### config.mk
export PLATFORM = sky130hd
export DESIGN_NAME = route_time_window_check_flat
export DESIGN_NICKNAME = d
export VERILOG_FILES = /design/src/hdl/rtwc_pkg.sv /design/src/hdl/rtwc_channels.sv /design/src/hdl/route_time_window_check.sv /design/src/flat_wrapper.sv
export SDC_FILE = /design/constraint.sdc
export NUM_CORES = 1
export LEC_CHECK = 0
export ABC_AREA = 0
export ABC_CLOCK_PERIOD_IN_PS = 9800
export BUFFER_PORTS_ARGS = -buffer_cell sky130_fd_sc_hd__buf_2
export CAP_MARGIN = 0
export CORE_MARGIN = 2
export CORE_UTILIZATION = 65
export CTS_BUF_LIST = sky130_fd_sc_hd__clkbuf_4
export CTS_CLUSTER_DIAMETER = 150
export DETAILED_ROUTE_END_ITERATION = 10
export HOLD_SLACK_MARGIN = 0.08
export PLACE_DENSITY = 0.84
export SLEW_MARGIN = 5
export SYNTH_ARGS = -nofsm -noshare
export SYNTH_HDL_FRONTEND = slang
export SYNTH_SLANG_ARGS = --single-unit
### constraint.sdc
create_clock -name clk -period 9.8 [get_ports clk]
set_input_delay 0.98 -clock clk [delete_from_list [all_inputs] [get_ports clk]]
set_output_delay 0.98 -clock clk [all_outputs]
set_load 0.01 [all_outputs]
### src/hdl/rtwc_pkg.sv
// Shared widths, constants and sequencer states for the route time window checker.
package rtwc_pkg;

	localparam int COORD_BITS   = 10;
	localparam int TIME_BITS    = 16;
	localparam int DEMAND_BITS  = 10;
	localparam int CAP_BITS     = 16;

	localparam int ELAPSED_BITS = TIME_BITS + 1;
	localparam int LOAD_BITS    = CAP_BITS + 1;
	localparam int SUM_BITS     = ELAPSED_BITS + 2;

	// shared squarer operand and product
	localparam int OP_BITS      = (COORD_BITS > TIME_BITS) ? COORD_BITS : TIME_BITS;
	localparam int PROD_BITS    = 2 * OP_BITS;
	localparam int D2_BITS      = 2 * COORD_BITS + 1;
	localparam int WIDE_BITS    = PROD_BITS + 1;

	// square root: one result bit per step
	localparam int ROOT_BITS    = COORD_BITS + 1;
	localparam int RAD_BITS     = 2 * ROOT_BITS;
	localparam int REM_BITS     = ROOT_BITS + 2;
	localparam int CNT_BITS     = (ROOT_BITS > 1) ? $clog2(ROOT_BITS) : 1;

	localparam logic [CAP_BITS-1:0]     CAP_RESET   = CAP_BITS'(200);
	localparam logic [ELAPSED_BITS-1:0] ELAPSED_MAX = '1;

	typedef enum logic [3:0] {
		ST_IDLE,
		ST_SQ_DX,
		ST_SQ_DY,
		ST_SQ_SLACK,
		ST_CHECK,
		ST_ROOT,
		ST_ARRIVE,
		ST_UPDATE,
		ST_FINISH
	} rtwc_state_t;

endpackage

### src/hdl/rtwc_channels.sv
// Handshake channels of the route time window checker: stops in, results out, capacity writes.
interface rtwc_stop_if import rtwc_pkg::*; ();
	logic                   valid;
	logic                   ready;
	logic [COORD_BITS-1:0]  x_coord;
	logic [COORD_BITS-1:0]  y_coord;
	logic [DEMAND_BITS-1:0] demand;
	logic [TIME_BITS-1:0]   open_time;
	logic [TIME_BITS-1:0]   due_time;
	logic [TIME_BITS-1:0]   service_time;
	logic                   last_stop;

	modport source (output valid, x_coord, y_coord, demand, open_time, due_time,
		service_time, last_stop, input ready);
	modport sink (input valid, x_coord, y_coord, demand, open_time, due_time,
		service_time, last_stop, output ready);
endinterface

interface rtwc_result_if import rtwc_pkg::*; ();
	logic                    valid;
	logic                    ready;
	logic                    feasible;
	logic [ELAPSED_BITS-1:0] route_time;

	modport source (output valid, feasible, route_time, input ready);
	modport sink (input valid, feasible, route_time, output ready);
endinterface

interface rtwc_cfg_if import rtwc_pkg::*; ();
	logic                valid;
	logic                ready;
	logic [CAP_BITS-1:0] vehicle_capacity;

	modport source (output valid, vehicle_capacity, input ready);
	modport sink (input valid, vehicle_capacity, output ready);
endinterface

### src/hdl/route_time_window_check.sv
// Route time window checker: top level with sequencer, shared squarer and bit-serial root.
//
//  channel  dir  word                                           note
//  -------  ---  ---------------------------------------------  ------------------------
//  stop     in   x/y, demand, ready/due/service time, last_stop  one stop of a route
//  result   out  feasible, route_time                            one word per route
//  cfg      in   vehicle_capacity                                always ready
//
// A full stop runs through accept, three squarings on the one multiplier
// (dx, dy, slack), check, 11 square root steps of one result bit each, arrive,
// update, finish. The square root steps are the longest part.
// The first stop of a route, and any stop after a failure, goes from accept to finish.
// Reset: capacity 200, next stop opens a new route, no result pending.
// The result register lets the next stop in while a result waits; only a
// last stop stalls in finish, while the previous result is still untaken.
module route_time_window_check import rtwc_pkg::*; (
	input  logic           clk,
	input  logic           arst_n,
	rtwc_stop_if.sink      stop,
	rtwc_result_if.source  result,
	rtwc_cfg_if.sink       cfg
);

	rtwc_state_t state_q, state_d;

	// route state
	logic                    at_start_q;
	logic                    failed_q;
	logic [ELAPSED_BITS-1:0] elapsed_q;
	logic [LOAD_BITS-1:0]    load_q;
	logic [CAP_BITS-1:0]     cap_q;
	logic [COORD_BITS-1:0]   prev_x_q;
	logic [COORD_BITS-1:0]   prev_y_q;

	// captured stop
	logic [DEMAND_BITS-1:0]  demand_q;
	logic [TIME_BITS-1:0]    ready_q;
	logic [TIME_BITS-1:0]    serv_q;
	logic                    last_q;
	logic [COORD_BITS-1:0]   dx_q;
	logic [COORD_BITS-1:0]   dy_q;
	logic [TIME_BITS-1:0]    slack_q;
	logic                    late_q;

	// squarer and root datapath
	logic [D2_BITS-1:0]      d2_q;
	logic [PROD_BITS-1:0]    slack2_q;
	logic [RAD_BITS-1:0]     rad_q;
	logic [REM_BITS-1:0]     rem_q;
	logic [ROOT_BITS-1:0]    root_q;
	logic [CNT_BITS-1:0]     cnt_q;
	logic [SUM_BITS-1:0]     t_q;

	// result register
	logic                    out_valid_q;
	logic                    out_feasible_q;
	logic [ELAPSED_BITS-1:0] out_time_q;

	logic                    accept;
	logic                    fin_load;
	logic                    too_far;
	logic                    root_done;
	logic [OP_BITS-1:0]      mul_op;
	logic [PROD_BITS-1:0]    sq;
	logic [REM_BITS-1:0]     rem_shift;
	logic [REM_BITS-1:0]     trial;
	logic                    take;
	logic [SUM_BITS-1:0]     t_arr;
	logic [SUM_BITS-1:0]     t_sum;
	logic [LOAD_BITS-1:0]    load_sum;

	assign accept    = stop.valid && stop.ready;
	assign fin_load  = last_q && (!out_valid_q || result.ready);
	assign too_far   = late_q || (WIDE_BITS'(d2_q) > WIDE_BITS'(slack2_q));
	assign root_done = (cnt_q == CNT_BITS'(ROOT_BITS - 1));

	// one shared squarer
	always_comb begin
		unique case (state_q)
			ST_SQ_DX: mul_op = OP_BITS'(dx_q);
			ST_SQ_DY: mul_op = OP_BITS'(dy_q);
			default:  mul_op = OP_BITS'(slack_q);
		endcase
	end
	assign sq = PROD_BITS'(mul_op) * PROD_BITS'(mul_op);

	// root step: bring down two radicand bits, try (root << 2) | 1
	assign rem_shift = {rem_q[REM_BITS-3:0], rad_q[RAD_BITS-1 -: 2]};
	assign trial     = {root_q, 2'b01};
	assign take      = (rem_shift >= trial);

	// arrival, then wait for ready time
	assign t_arr    = SUM_BITS'(elapsed_q) + SUM_BITS'(root_q);
	assign t_sum    = t_q + SUM_BITS'(serv_q);
	assign load_sum = load_q + LOAD_BITS'(demand_q);

	// next state
	always_comb begin
		state_d = state_q;
		unique case (state_q)
			ST_IDLE: begin
				if (accept) begin
					state_d = (at_start_q || failed_q) ? ST_FINISH : ST_SQ_DX;
				end
			end
			ST_SQ_DX:    state_d = ST_SQ_DY;
			ST_SQ_DY:    state_d = ST_SQ_SLACK;
			ST_SQ_SLACK: state_d = ST_CHECK;
			ST_CHECK:    state_d = too_far ? ST_FINISH : ST_ROOT;
			ST_ROOT: begin
				if (root_done) begin
					state_d = ST_ARRIVE;
				end
			end
			ST_ARRIVE:   state_d = ST_UPDATE;
			ST_UPDATE:   state_d = ST_FINISH;
			ST_FINISH: begin
				if (!last_q || fin_load) begin
					state_d = ST_IDLE;
				end
			end
			default:     state_d = ST_IDLE;
		endcase
	end

	// port outputs
	always_comb begin
		stop.ready        = (state_q == ST_IDLE);
		cfg.ready         = 1'b1;
		result.valid      = out_valid_q;
		result.feasible   = out_feasible_q;
		result.route_time = out_time_q;
	end

	// control and route state
	always_ff @(posedge clk or negedge arst_n) begin
		if (!arst_n) begin
			state_q     <= ST_IDLE;
			at_start_q  <= 1'b1;
			failed_q    <= 1'b0;
			elapsed_q   <= '0;
			load_q      <= '0;
			cap_q       <= CAP_RESET;
			cnt_q       <= '0;
			out_valid_q <= 1'b0;
		end else begin
			state_q <= state_d;
			if (cfg.valid && cfg.ready) begin
				cap_q <= cfg.vehicle_capacity;
			end
			// a new word out of finish wins over the taking of the old one
			if (state_q == ST_FINISH && fin_load) begin
				out_valid_q <= 1'b1;
			end else if (result.valid && result.ready) begin
				out_valid_q <= 1'b0;
			end
			unique case (state_q)
				ST_IDLE: begin
					if (accept && at_start_q) begin
						at_start_q <= 1'b0;
					end
				end
				ST_CHECK: begin
					cnt_q <= '0;
					if (too_far) begin
						failed_q <= 1'b1;
					end
				end
				ST_ROOT: begin
					cnt_q <= cnt_q + 1'b1;
				end
				ST_UPDATE: begin
					elapsed_q <= (t_sum > SUM_BITS'(ELAPSED_MAX)) ? ELAPSED_MAX
						: ELAPSED_BITS'(t_sum);
					if (load_sum > LOAD_BITS'(cap_q)) begin
						failed_q <= 1'b1;
					end else begin
						load_q <= load_sum;
					end
				end
				ST_FINISH: begin
					if (fin_load) begin
						at_start_q  <= 1'b1;
						failed_q    <= 1'b0;
						elapsed_q   <= '0;
						load_q      <= '0;
					end
				end
				default: ;
			endcase
		end
	end

	// payload
	always_ff @(posedge clk) begin
		unique case (state_q)
			ST_IDLE: begin
				if (accept) begin
					prev_x_q <= stop.x_coord;
					prev_y_q <= stop.y_coord;
					demand_q <= stop.demand;
					ready_q  <= stop.open_time;
					serv_q   <= stop.service_time;
					last_q   <= stop.last_stop;
					dx_q     <= (stop.x_coord >= prev_x_q) ? stop.x_coord - prev_x_q
						: prev_x_q - stop.x_coord;
					dy_q     <= (stop.y_coord >= prev_y_q) ? stop.y_coord - prev_y_q
						: prev_y_q - stop.y_coord;
					late_q   <= (ELAPSED_BITS'(stop.due_time) < elapsed_q);
					slack_q  <= stop.due_time - elapsed_q[TIME_BITS-1:0];
				end
			end
			ST_SQ_DX:    d2_q     <= D2_BITS'(sq);
			ST_SQ_DY:    d2_q     <= d2_q + D2_BITS'(sq);
			ST_SQ_SLACK: slack2_q <= sq;
			ST_CHECK: begin
				rad_q  <= RAD_BITS'(d2_q);
				rem_q  <= '0;
				root_q <= '0;
			end
			ST_ROOT: begin
				rad_q  <= {rad_q[RAD_BITS-3:0], 2'b00};
				rem_q  <= take ? rem_shift - trial : rem_shift;
				root_q <= {root_q[ROOT_BITS-2:0], take};
			end
			ST_ARRIVE: begin
				t_q <= (t_arr < SUM_BITS'(ready_q)) ? SUM_BITS'(ready_q) : t_arr;
			end
			ST_FINISH: begin
				if (fin_load) begin
					out_feasible_q <= !failed_q;
					out_time_q     <= failed_q ? '0 : elapsed_q;
				end
			end
			default: ;
		endcase
	end

	// a result word only appears out of finish
	a_result_from_finish: assert property (@(posedge clk) disable iff (!arst_n)
		$rose(result.valid) |-> $past(state_q == ST_FINISH))
		else $error("result word raised outside finish");

	// a failed route reports zero time
	a_fail_zero_time: assert property (@(posedge clk) disable iff (!arst_n)
		result.valid && !result.feasible |-> result.route_time == '0)
		else $error("infeasible route with non-zero time");

	// one stop at a time
	a_busy_after_accept: assert property (@(posedge clk) disable iff (!arst_n)
		stop.valid && stop.ready |=> !stop.ready)
		else $error("stop taken while previous stop in flight");

	// root step counter stays within the result width
	a_root_count: assert property (@(posedge clk) disable iff (!arst_n)
		state_q == ST_ROOT |-> cnt_q <= CNT_BITS'(ROOT_BITS - 1))
		else $error("square root step count overrun");

endmodule
### src/flat_wrapper.sv
// flat-port wrapper written by rule: the top's interface ports become plain ports
module route_time_window_check_flat import rtwc_pkg::*;
  (clk, arst_n, stop_valid, stop_x_coord, stop_y_coord, stop_demand, stop_open_time, stop_due_time, stop_service_time, stop_last_stop, stop_ready, result_valid, result_feasible, result_route_time, result_ready, cfg_valid, cfg_vehicle_capacity, cfg_ready);
  rtwc_stop_if stop_i ();
  rtwc_result_if result_i ();
  rtwc_cfg_if cfg_i ();
  input  logic clk;
  input  logic arst_n;
  input wire logic [$bits(stop_i.valid)-1:0] stop_valid;
  input wire logic [$bits(stop_i.x_coord)-1:0] stop_x_coord;
  input wire logic [$bits(stop_i.y_coord)-1:0] stop_y_coord;
  input wire logic [$bits(stop_i.demand)-1:0] stop_demand;
  input wire logic [$bits(stop_i.open_time)-1:0] stop_open_time;
  input wire logic [$bits(stop_i.due_time)-1:0] stop_due_time;
  input wire logic [$bits(stop_i.service_time)-1:0] stop_service_time;
  input wire logic [$bits(stop_i.last_stop)-1:0] stop_last_stop;
  output wire logic [$bits(stop_i.ready)-1:0] stop_ready;
  output wire logic [$bits(result_i.valid)-1:0] result_valid;
  output wire logic [$bits(result_i.feasible)-1:0] result_feasible;
  output wire logic [$bits(result_i.route_time)-1:0] result_route_time;
  input wire logic [$bits(result_i.ready)-1:0] result_ready;
  input wire logic [$bits(cfg_i.valid)-1:0] cfg_valid;
  input wire logic [$bits(cfg_i.vehicle_capacity)-1:0] cfg_vehicle_capacity;
  output wire logic [$bits(cfg_i.ready)-1:0] cfg_ready;
  assign stop_i.valid = stop_valid;
  assign stop_i.x_coord = stop_x_coord;
  assign stop_i.y_coord = stop_y_coord;
  assign stop_i.demand = stop_demand;
  assign stop_i.open_time = stop_open_time;
  assign stop_i.due_time = stop_due_time;
  assign stop_i.service_time = stop_service_time;
  assign stop_i.last_stop = stop_last_stop;
  assign stop_ready = stop_i.ready;
  assign result_valid = result_i.valid;
  assign result_feasible = result_i.feasible;
  assign result_route_time = result_i.route_time;
  assign result_i.ready = result_ready;
  assign cfg_i.valid = cfg_valid;
  assign cfg_i.vehicle_capacity = cfg_vehicle_capacity;
  assign cfg_ready = cfg_i.ready;
  route_time_window_check u_core (.clk(clk), .arst_n(arst_n), .stop(stop_i), .result(result_i), .cfg(cfg_i));
endmodule
==> metrics.yaml, run 1 <==
floorplanning:
  die_area_sq_mm: 0.03913
  rows: 70
  dieWidth_um: 197.8
  initial_core_util: 0.6637
  ios: 121
  die-height_um: 197.8
  core_sq_mm: 0.03679
finish:
  areaGrowthSynthToFinish_pct: 8.518
  layout_commonest_cell: "inv_1"
  drive_gt1_frac: 0.1239
  register_area_sq_mm: 0.008498
  final_util: 0.7202
  fill_cells: 2607
  final_cell_mix: "inv_1, ha_1, edfxtp_1, nand2_1, nor2_1"
  nNetsFinal: 3133
  multi_input_area_sq_mm: 0.01427
global_routing:
  grt_max_degree: 62
  gr-total-overflow: 0
  first_global_vias: 19040
  track_usage: 0.3073
  grt_pass1_wl_um: 94430
  antenna_found_initial: 2
timing:
  finClkSkew_ns: 0.06467
  fmaxAchievable_mhz: 109.1
  drv_slew: 0
  period_share: 0.9352
  grt_setup_unrepaired: "false"
  worstMarginPinSlew_ns: 1.290
  tns_ns: 0
  relSlewSlack: 0.1346
  setup_violations: 0
  min_period_ns: 9.165
  hold_violations: 0
detailed_routing:
  drt_pass1_iterations: 7
  ant_nets: 0
  remaining_drc_errors: 0
  wire_per_inst_um: 18.50
  viasPerCell: 5.911
  routed_wirelength_um: 57670
  drt_iter0_drc: 1290
  vias: 18420
logic_synthesis:
  ys_seq_area_frac: 0.3481
  avgSynthCellArea_sq_um: 10.02
  ys_seq_elements: 293
  syn-instance-count: 2436
  ys.warnings.count: 0
  synth_area_leader_cell: "edfxtp_1"
  synth_ff_type: "edfxtp_1"
  synth_area_sq_mm: 0.02441
  synth_edf_count: 232
  synth.top_cell.area_share: 0.2853
  ys_types: 77
  synth.area.top_cells: "edfxtp_1, ha_1, fa_1"
  syn-num-nets: 2981
  synthArstFlopShare: 0.2082
clock_network:
  h-tree-depth: 3
  holdBufCountCts: 0
  clock-sinks: 293
  cts-buffers-inserted: 75
  insertion_delay_ns: 0.76
  clkTransAtPathRegs_ns: 0.07
  tritoncts: "built"
  clock_path_buffers: 3
  root_buffer: "clkbuf_4"
worst_setup_path:
  critPathMostFrequentCell: "fa_1"
  cp_max_fo: 29
  required_ns: 10.29
  critPathLaunchType: "flop"
  cp.arrival_ns: 9.66
  cp-end-kind: "flop"
  critPathSlowestCell: "fa_1"
  setup.worst_path.class: "reg -> reg"
  critical-path-max-stage-delay_ns: 0.57
placement:
  gp_congestion: 0.9372
  port_buffers: 119
  dp_hpwl_um: 44870
job:
  drv_cap: 0
status:
  outcome: "complete, no violations"
hold_path:
  holdCritPathClass: "in -> async"
## metal layers
metal / up-vias / global-route usage / routed length, um
li1: 8617 / - / -
met1: 8916 / 0.3946 / 23590
met2: 745 / 0.5180 / 28020
met3: 146 / 0.05416 / 3839
met4: 0 / 0.1273 / 2225
met5: - / 0 / 0
## state kept, by name, summed over array words and instances, names as in the netlist, 11 cells and up
| name | flops |
|---|---|
| u_core.result.route_time | 17 |
| u_core.ready_q | 16 |
| u_core.slack_q | 16 |
| u_core.root_q | 11 |
| u_core.slack2_q | 31 |
| u_core.rad_q | 22 |
| u_core.serv_q | 16 |
| u_core.elapsed_q | 17 |
| u_core.t_q | 18 |
| u_core.rem_q | 11 |
| u_core.d2_q | 21 |
| u_core.load_q | 17 |
| u_core.cap_q | 16 |
## layout make-up
class                   count  share of cell area
clock buffers             110             0.03117
diodes                      2           0.0001889
clock inverters            26            0.005384
inverters                 382             0.05412
well taps                 468             0.02210
repair buffers            137             0.02758
flip-flops and latches    293              0.3208
multi-input cells        1699              0.5387
## through the flow
step | hold slack (ns) | instances | instance area [sq um] | setup WS [ns]
2_1_floorplan | 0.4678 | 2436 | 24410 | 1.255
3_3_place_gp | 0.4839 | 2979 | 25510 | 0.9987
3_5_place_dp | 0.4897 | 2979 | 25510 | 0.6881
4_1_cts | 0.3112 | 3115 | 26480 | 0.7239
5_1_grt | 0.3219 | 3117 | 26490 | 0.06827
6_report | 0.3711 | 3117 | 26490 | 0.6347
## path summary, 6_finish.rpt
check | from | end | slack [ns] | cells past startpoint
min | arst_n | u_core.cap_q[1]$_DFFE_PN0P_ | 0.37 | 2
min reg2reg | u_core.rad_q[5]$_DFFE_PP_ | u_core.rad_q[7]$_DFFE_PP_ | 0.51 | 2
max | u_core.state_q[1]$_DFFE_PN0P_ | u_core.d2_q[20]$_DFFE_PN_ | 0.63 | 32
max reg2reg | u_core.state_q[1]$_DFFE_PN0P_ | u_core.d2_q[20]$_DFFE_PN_ | 0.63 | 32
min in group clk | stop_demand[9] | u_core.demand_q[9]$_DFFE_PP_ | 0.39 | 1
max in group asynchronous | arst_n | u_core.state_q[0]$_DFFE_PN0P_ | 8.81 | 2
## logic make-up (layout without fill, tap and decap cells)
group	Yosys count	count (layout)	share of synthesized area
muxes	49	49	0.02158
xor gates and xnor gates	128	128	0.04592
and+or+nand+nor	630	630	0.1180
adders and majority gates	445	445	0.2803
other	1	3	0.0001536
buffers and inverters	444	655	0.06893
DFF	293	293	0.3481
AOI/OAI and AO/OA	446	446	0.1171
## cells in the mapped netlist (14+ instances only)
cell type / n
and2_1: 24
edfxtp_1: 232
dfrtp_1: 57
nand2b_1: 23
nor2_1: 176
o21a_1: 17
xor2_1: 47
ha_1: 275
nand3_1: 39
a21oi_1: 131
o21bai_1: 14
fa_1: 170
clkbuf_1: 56
nor3_1: 30
inv_1: 377
mux2i_1: 20
mux2_2: 29
a21o_1: 47
xnor2_1: 81
nor2b_1: 32
nand4_1: 19
and3_1: 22
o21ai_0: 105
nand2_1: 224
## worst max-delay path, delay by kind of cell (launching register included)
family / cells / cell delay, ns
adders and majority gates: 8 / 3.78
and+or+nand+nor: 11 / 1.72
AOI/OAI and AO/OA: 5 / 1.40
buffers and inverters: 6 / 1.06
DFF: 1 / 0.55
xor gates and xnor gates: 2 / 0.38
## repair_timing
item	CTS	global route
resized for setup	0	1
endpoints found under the hold margin	0	0
setup endpoints to repair	0	1
setup buffers	0	0
Power of run 1 is left out: the tool's default activity adds up to more than one toggle a clock period on the data nets, which glitch-free logic cannot reach.
==> run 2: changes to the inputs <==
--- a/config.mk
+++ b/config.mk
@@ -6,7 +6,7 @@
 export NUM_CORES = 1
 export LEC_CHECK = 0
 export ABC_AREA = 0
-export ABC_CLOCK_PERIOD_IN_PS = 9800
+export ABC_CLOCK_PERIOD_IN_PS = 10400
 export BUFFER_PORTS_ARGS = -buffer_cell sky130_fd_sc_hd__buf_2
 export CAP_MARGIN = 0
 export CORE_MARGIN = 2
==> constraint.sdc (replaced) <==
create_clock -name clk -period 10.4 [get_ports clk]
set_input_delay 1.04 -clock clk [delete_from_list [all_inputs] [get_ports clk]]
set_output_delay 1.04 -clock clk [all_outputs]
set_load 0.01 [all_outputs]
==> run 2 against run 1 <==
Worst setup slack better by 0.18 ns. Critical path depth down 1. First-iteration DRC count up 7.5%. Via count down 0.73%. Count of clock-buffer cells in the layout up 10. Fmax down 4.3%. Wire length up 0.20%. Final cell count about the same. Final area about the same. Global-route usage down 0.24 points. Hold slack better by 0.080 ns. Largest cell class unchanged.
==> metrics.yaml, run 2 (synthesis results as in run 1) <==
status:
  outcome: "complete, no violations"
worst_setup_path:
  critical-path-max-stage-delay_ns: 0.68
  critPathSlowestCell: "o41ai_1"
  cp_max_fo: 17
  cp.buffers_inverters: 6
  cp-end-kind: "flop"
  cpLargestDelayFamily: "adder cells"
  critPathMostFrequentCell: "fa_1"
  critPathLaunchType: "flop"
  setup.worst_path.class: "reg -> reg"
  r2r_slack_ns: 0.82
  required_ns: 10.89
  cp.arrival_ns: 10.08
timing:
  setup_violations: 0
  period_share: 0.9212
  fmaxAchievable_mhz: 104.4
  grt_setup_unrepaired: "false"
  finClkSkew_ns: 0.05227
  setup_ws_ns: 0.8196
  relSlewSlack: 0.1579
  drv_slew: 0
  worstMarginPinSlew_ns: 1.255
  hold_violations: 0
  min_period_ns: 9.580
  tns_ns: 0
global_routing:
  met2_usage: 0.5200
  grt-busiest-layer: "met2"
  track_usage: 0.3049
  grt_max_degree: 62
  antenna_found_initial: 2
  grt_pass1_wl_um: 93260
  first_global_vias: 18860
  use_met3: 0.05263
  gr-total-overflow: 0
  grt.met1_usage: 0.3848
placement:
  dp_hpwl_um: 45300
  dp.cells: 2975
  port_buffers: 119
  pre_cts_ws_ns: 0.9418
  gp_congestion: 0.9637
detailed_routing:
  wire_per_inst_um: 18.55
  drt_pass1_iterations: 6
  routed_wirelength_um: 57790
  remaining_drc_errors: 0
  drt_iter0_drc: 1387
  vias: 18290
  ant_nets: 0
  viasPerCell: 5.872
clock_network:
  clkTransAtPathRegs_ns: 0.07
  post_cts_buffers: 0
  h-tree-depth: 3
  tritoncts: "built"
  root_buffer: "clkbuf_4"
  clock_path_buffers: 3
  holdBufCountCts: 0
  cts-buffers-inserted: 78
  clock-sinks: 293
  cts_resized: 0
  insertion_delay_ns: 0.76
finish:
  layout_commonest_cell: "inv_1"
  final_util: 0.7203
  areaGrowthSynthToFinish_pct: 8.528
  layoutNonFillerInstCount: 3115
  largest_register_ffs: 31
  top_regs: "u_core.slack2_q (31), u_core.rad_q (22), u_core.d2_q (21)"
  top_register: "u_core.slack2_q"
  fill_cells: 2595
  final_cell_mix: "inv_1, ha_1, edfxtp_1, nand2_1, nor2_1"
  drive_gt1_frac: 0.1259
  nNetsFinal: 3132
job:
  drv_cap: 0
floorplanning:
  die_area_sq_mm: 0.03913
  die-height_um: 197.8
  core_sq_mm: 0.03679
  ios: 121
  rows: 70
  initial_core_util: 0.6637
  dieWidth_um: 197.8
hold_path:
  holdCritPathClass: "in -> async"
## run 2: worst paths after layout
kind	from	end	depth (start not counted)
worst max-delay path	u_core.state_q[0]$_DFFE_PN0P_	u_core.d2_q[20]$_DFFE_PN_	31
worst min-delay path	arst_n	u_core.cap_q[4]$_DFFE_PN0P_	2
worst max register to register	u_core.state_q[0]$_DFFE_PN0P_	u_core.d2_q[20]$_DFFE_PN_	31
worst min register to register	u_core.at_start_q$_DFFE_PN1P_	u_core.at_start_q$_DFFE_PN1P_	2
max in group asynchronous	arst_n	u_core.load_q[2]$_DFFE_PN0P_	2
min in group clk	stop_demand[9]	u_core.demand_q[9]$_DFFE_PP_	1
## run 2: worst register-to-register path, delay by kind of cell (launching register included)
kind | cells | cell delay (ns)
buffers and inverters | 6 | 0.63
adder cells (fa/ha/maj) | 8 | 3.71
AO/OA/AOI/OAI | 6 | 1.96
flip-flops | 1 | 0.56
AND/OR/NAND/NOR | 9 | 2.22
XOR/XNOR | 2 | 0.27
## run 2: routing by layer
| metal | part of all wire | vias up | wire length, um |
|---|---|---|---|
| li1 | - | 8598 | - |
| met1 | 0.41 | 8861 | 23440 |
| met2 | 0.49 | 697 | 28410 |
| met3 | 0.063 | 134 | 3643 |
| met4 | 0.040 | 0 | 2295 |
| met5 | 0 | - | 0 |
## run 2: metrics by stage
stage / hold WS, ns / instance area (sq um)
floorplan: 0.4678 / 24410
global placement: 0.4851 / 25480
detailed placement: 0.4923 / 25480
CTS: 0.4037 / 26490
global route: 0.4114 / 26500
finish: 0.4514 / 26500
## run 2: layout make-up
| class | count | area (sq um) | area share |
|---|---|---|---|
| tap | 468 | 585.6 | 0.02210 |
| clock buffer | 120 | 900.9 | 0.03400 |
| inverter | 382 | 1434 | 0.05412 |
| antenna | 2 | 5.005 | 0.0001889 |
| multi-input combinational | 1699 | 14260 | 0.5384 |
| timing repair buffer | 133 | 700.7 | 0.02644 |
| sequential | 293 | 8498 | 0.3207 |
| clock inverter | 18 | 107.6 | 0.004061 |
Power of run 2 is left out for the same reason.
==> run 3: changes to the inputs <==
--- a/config.mk
+++ b/config.mk
@@ -6,7 +6,7 @@
 export NUM_CORES = 1
 export LEC_CHECK = 0
 export ABC_AREA = 0
-export ABC_CLOCK_PERIOD_IN_PS = 10400
+export ABC_CLOCK_PERIOD_IN_PS = 11180
 export BUFFER_PORTS_ARGS = -buffer_cell sky130_fd_sc_hd__buf_2
 export CAP_MARGIN = 0
 export CORE_MARGIN = 2
==> constraint.sdc (replaced) <==
create_clock -name clk -period 11.18 [get_ports clk]
set_input_delay 1.118 -clock clk [delete_from_list [all_inputs] [get_ports clk]]
set_output_delay 1.118 -clock clk [all_outputs]
set_load 0.01 [all_outputs]
==> run 3 against run 2 <==
Clock skew down 0.0069 ns. Final cell count unchanged. Core utilization up 0.26 points. Critical path type unchanged. Register-to-register slack better by 0.12 ns. Sequential cell count unchanged. Fmax down 6.5%. Worst setup slack better by 0.12 ns. Hold slack better by 0.047 ns. Via count up 0.36%.
==> metrics.yaml, run 3 (synthesis results as in run 1) <==
timing:
  relSlewSlack: 0.1585
  hold_violations: 0
  tns_ns: 0
  fmaxAchievable_mhz: 97.61
  fin_hold_ws_ns: 0.4989
  finClkSkew_ns: 0.04536
  min_period_ns: 10.25
  period_share: 0.9164
  setup_violations: 0
  worstMarginPinSlew_ns: 1.253
  drv_slew: 0
  grt_setup_unrepaired: "false"
clock_network:
  insertion_delay_ns: 0.76
  tritoncts: "built"
  cts_resized: 0
  root_buffer: "clkbuf_4"
  clock_path_buffers: 3
  post_cts_buffers: 0
  cts-buffers-inserted: 76
  h-tree-depth: 3
  clock-sinks: 293
  holdBufCountCts: 0
  clkTransAtPathRegs_ns: 0.07
detailed_routing:
  routed_wirelength_um: 57730
  drt_iter0_drc: 1371
  wire_per_inst_um: 18.53
  viasPerCell: 5.892
  ant_nets: 0
  vias: 18360
  drt_pass1_iterations: 5
  remaining_drc_errors: 0
worst_setup_path:
  critPathSlowestCell: "nor3_1"
  critPathLaunchType: "flop"
  cp_num_cells: 32
  cp.arrival_ns: 10.75
  critPathMostFrequentCell: "fa_1"
  required_ns: 11.69
  cp-end-kind: "flop"
  cp.buffers_inverters: 7
  setup.worst_path.class: "reg -> reg"
  critical-path-max-stage-delay_ns: 0.97
  cp_max_fo: 25
  cpLargestDelayFamily: "adder cells"
  reg2reg_depth: 32
finish:
  top_register: "u_core.slack2_q"
  final_cell_mix: "inv_1, ha_1, edfxtp_1, nand2_1, nor2_1"
  drive_gt1_frac: 0.1274
  largest_register_ffs: 31
  final_area_sq_mm: 0.02659
  layoutNonFillerInstCount: 3115
  layout_commonest_cell: "inv_1"
  nNetsFinal: 3129
  areaGrowthSynthToFinish_pct: 8.917
  top_regs: "u_core.slack2_q (31), u_core.rad_q (22), u_core.d2_q (21)"
job:
  drv_cap: 0
global_routing:
  gr-total-overflow: 0
  track_usage: 0.3082
  first_global_vias: 19200
  grt_max_degree: 62
  antenna_found_initial: 2
  grt_pass1_wl_um: 94460
placement:
  dp_hpwl_um: 45140
  dp.cells: 2974
  gp_congestion: 0.9969
  port_buffers: 119
  place_area_sq_mm: 0.02547
floorplanning:
  ios: 121
  die-height_um: 197.8
  initial_core_util: 0.6637
  dieWidth_um: 197.8
  die_area_sq_mm: 0.03913
  rows: 70
  core_sq_mm: 0.03679
status:
  outcome: "complete, no violations"
hold_path:
  holdCritPathClass: "in -> async"
[run 3: routing by layer]
layer,GRT usage,part of all wire,vias up
met2,0.5245,0.49,678
li1,-,-,8601
met1,0.3936,0.41,8948
met5,0,0,-
met3,0.05144,0.065,128
met4,0.1270,0.034,0
[run 3: cell type report]
| cell class | instances | area, sq um |
|---|---|---|
| sequential | 293 | 8498 |
| tap | 468 | 585.6 |
| clock buffer | 126 | 945.9 |
| clock inverter | 13 | 163.9 |
| fill | 2640 | 10190 |
| multi-input combinational | 1699 | 14270 |
| inverter | 382 | 1434 |
| timing repair buffer | 132 | 693.2 |
| antenna | 2 | 5.005 |
[run 3: final timing paths]
| kind | from | to | slack (ns) |
|---|---|---|---|
| worst min-delay path | arst_n | u_core.cap_q[4]$_DFFE_PN0P_ | 0.50 |
| max in group asynchronous | arst_n | u_core.failed_q$_DFFE_PN0P_ | 10.05 |
| worst max-delay path | u_core.state_q[0]$_DFFE_PN0P_ | u_core.d2_q[20]$_DFFE_PN_ | 0.93 |
| worst min register to register | u_core.at_start_q$_DFFE_PN1P_ | u_core.at_start_q$_DFFE_PN1P_ | 0.50 |
| worst max register to register | u_core.state_q[0]$_DFFE_PN0P_ | u_core.d2_q[20]$_DFFE_PN_ | 0.93 |
| min in group clk | u_core.at_start_q$_DFFE_PN1P_ | u_core.at_start_q$_DFFE_PN1P_ | 0.50 |
[run 3: worst register-to-register path, delay by kind of cell (launching register included)]
kind	cells	cell delay [ns]
DFF	1	0.63
buffers and inverters	7	0.94
xor gates and xnor gates	2	0.27
adders and majority gates	8	3.69
AOI/OAI and AO/OA	6	1.93
and+or+nand+nor	9	2.53
[run 3: stage by stage]
step             util  setup slack [ns]
6_report       0.7229            0.9349
5_1_grt        0.7229            0.3472
2_1_floorplan       -             2.635
4_1_cts        0.7227             1.166
3_3_place_gp   0.6925             1.599
3_5_place_dp   0.6925             1.185
Power of run 3 is left out for the same reason.
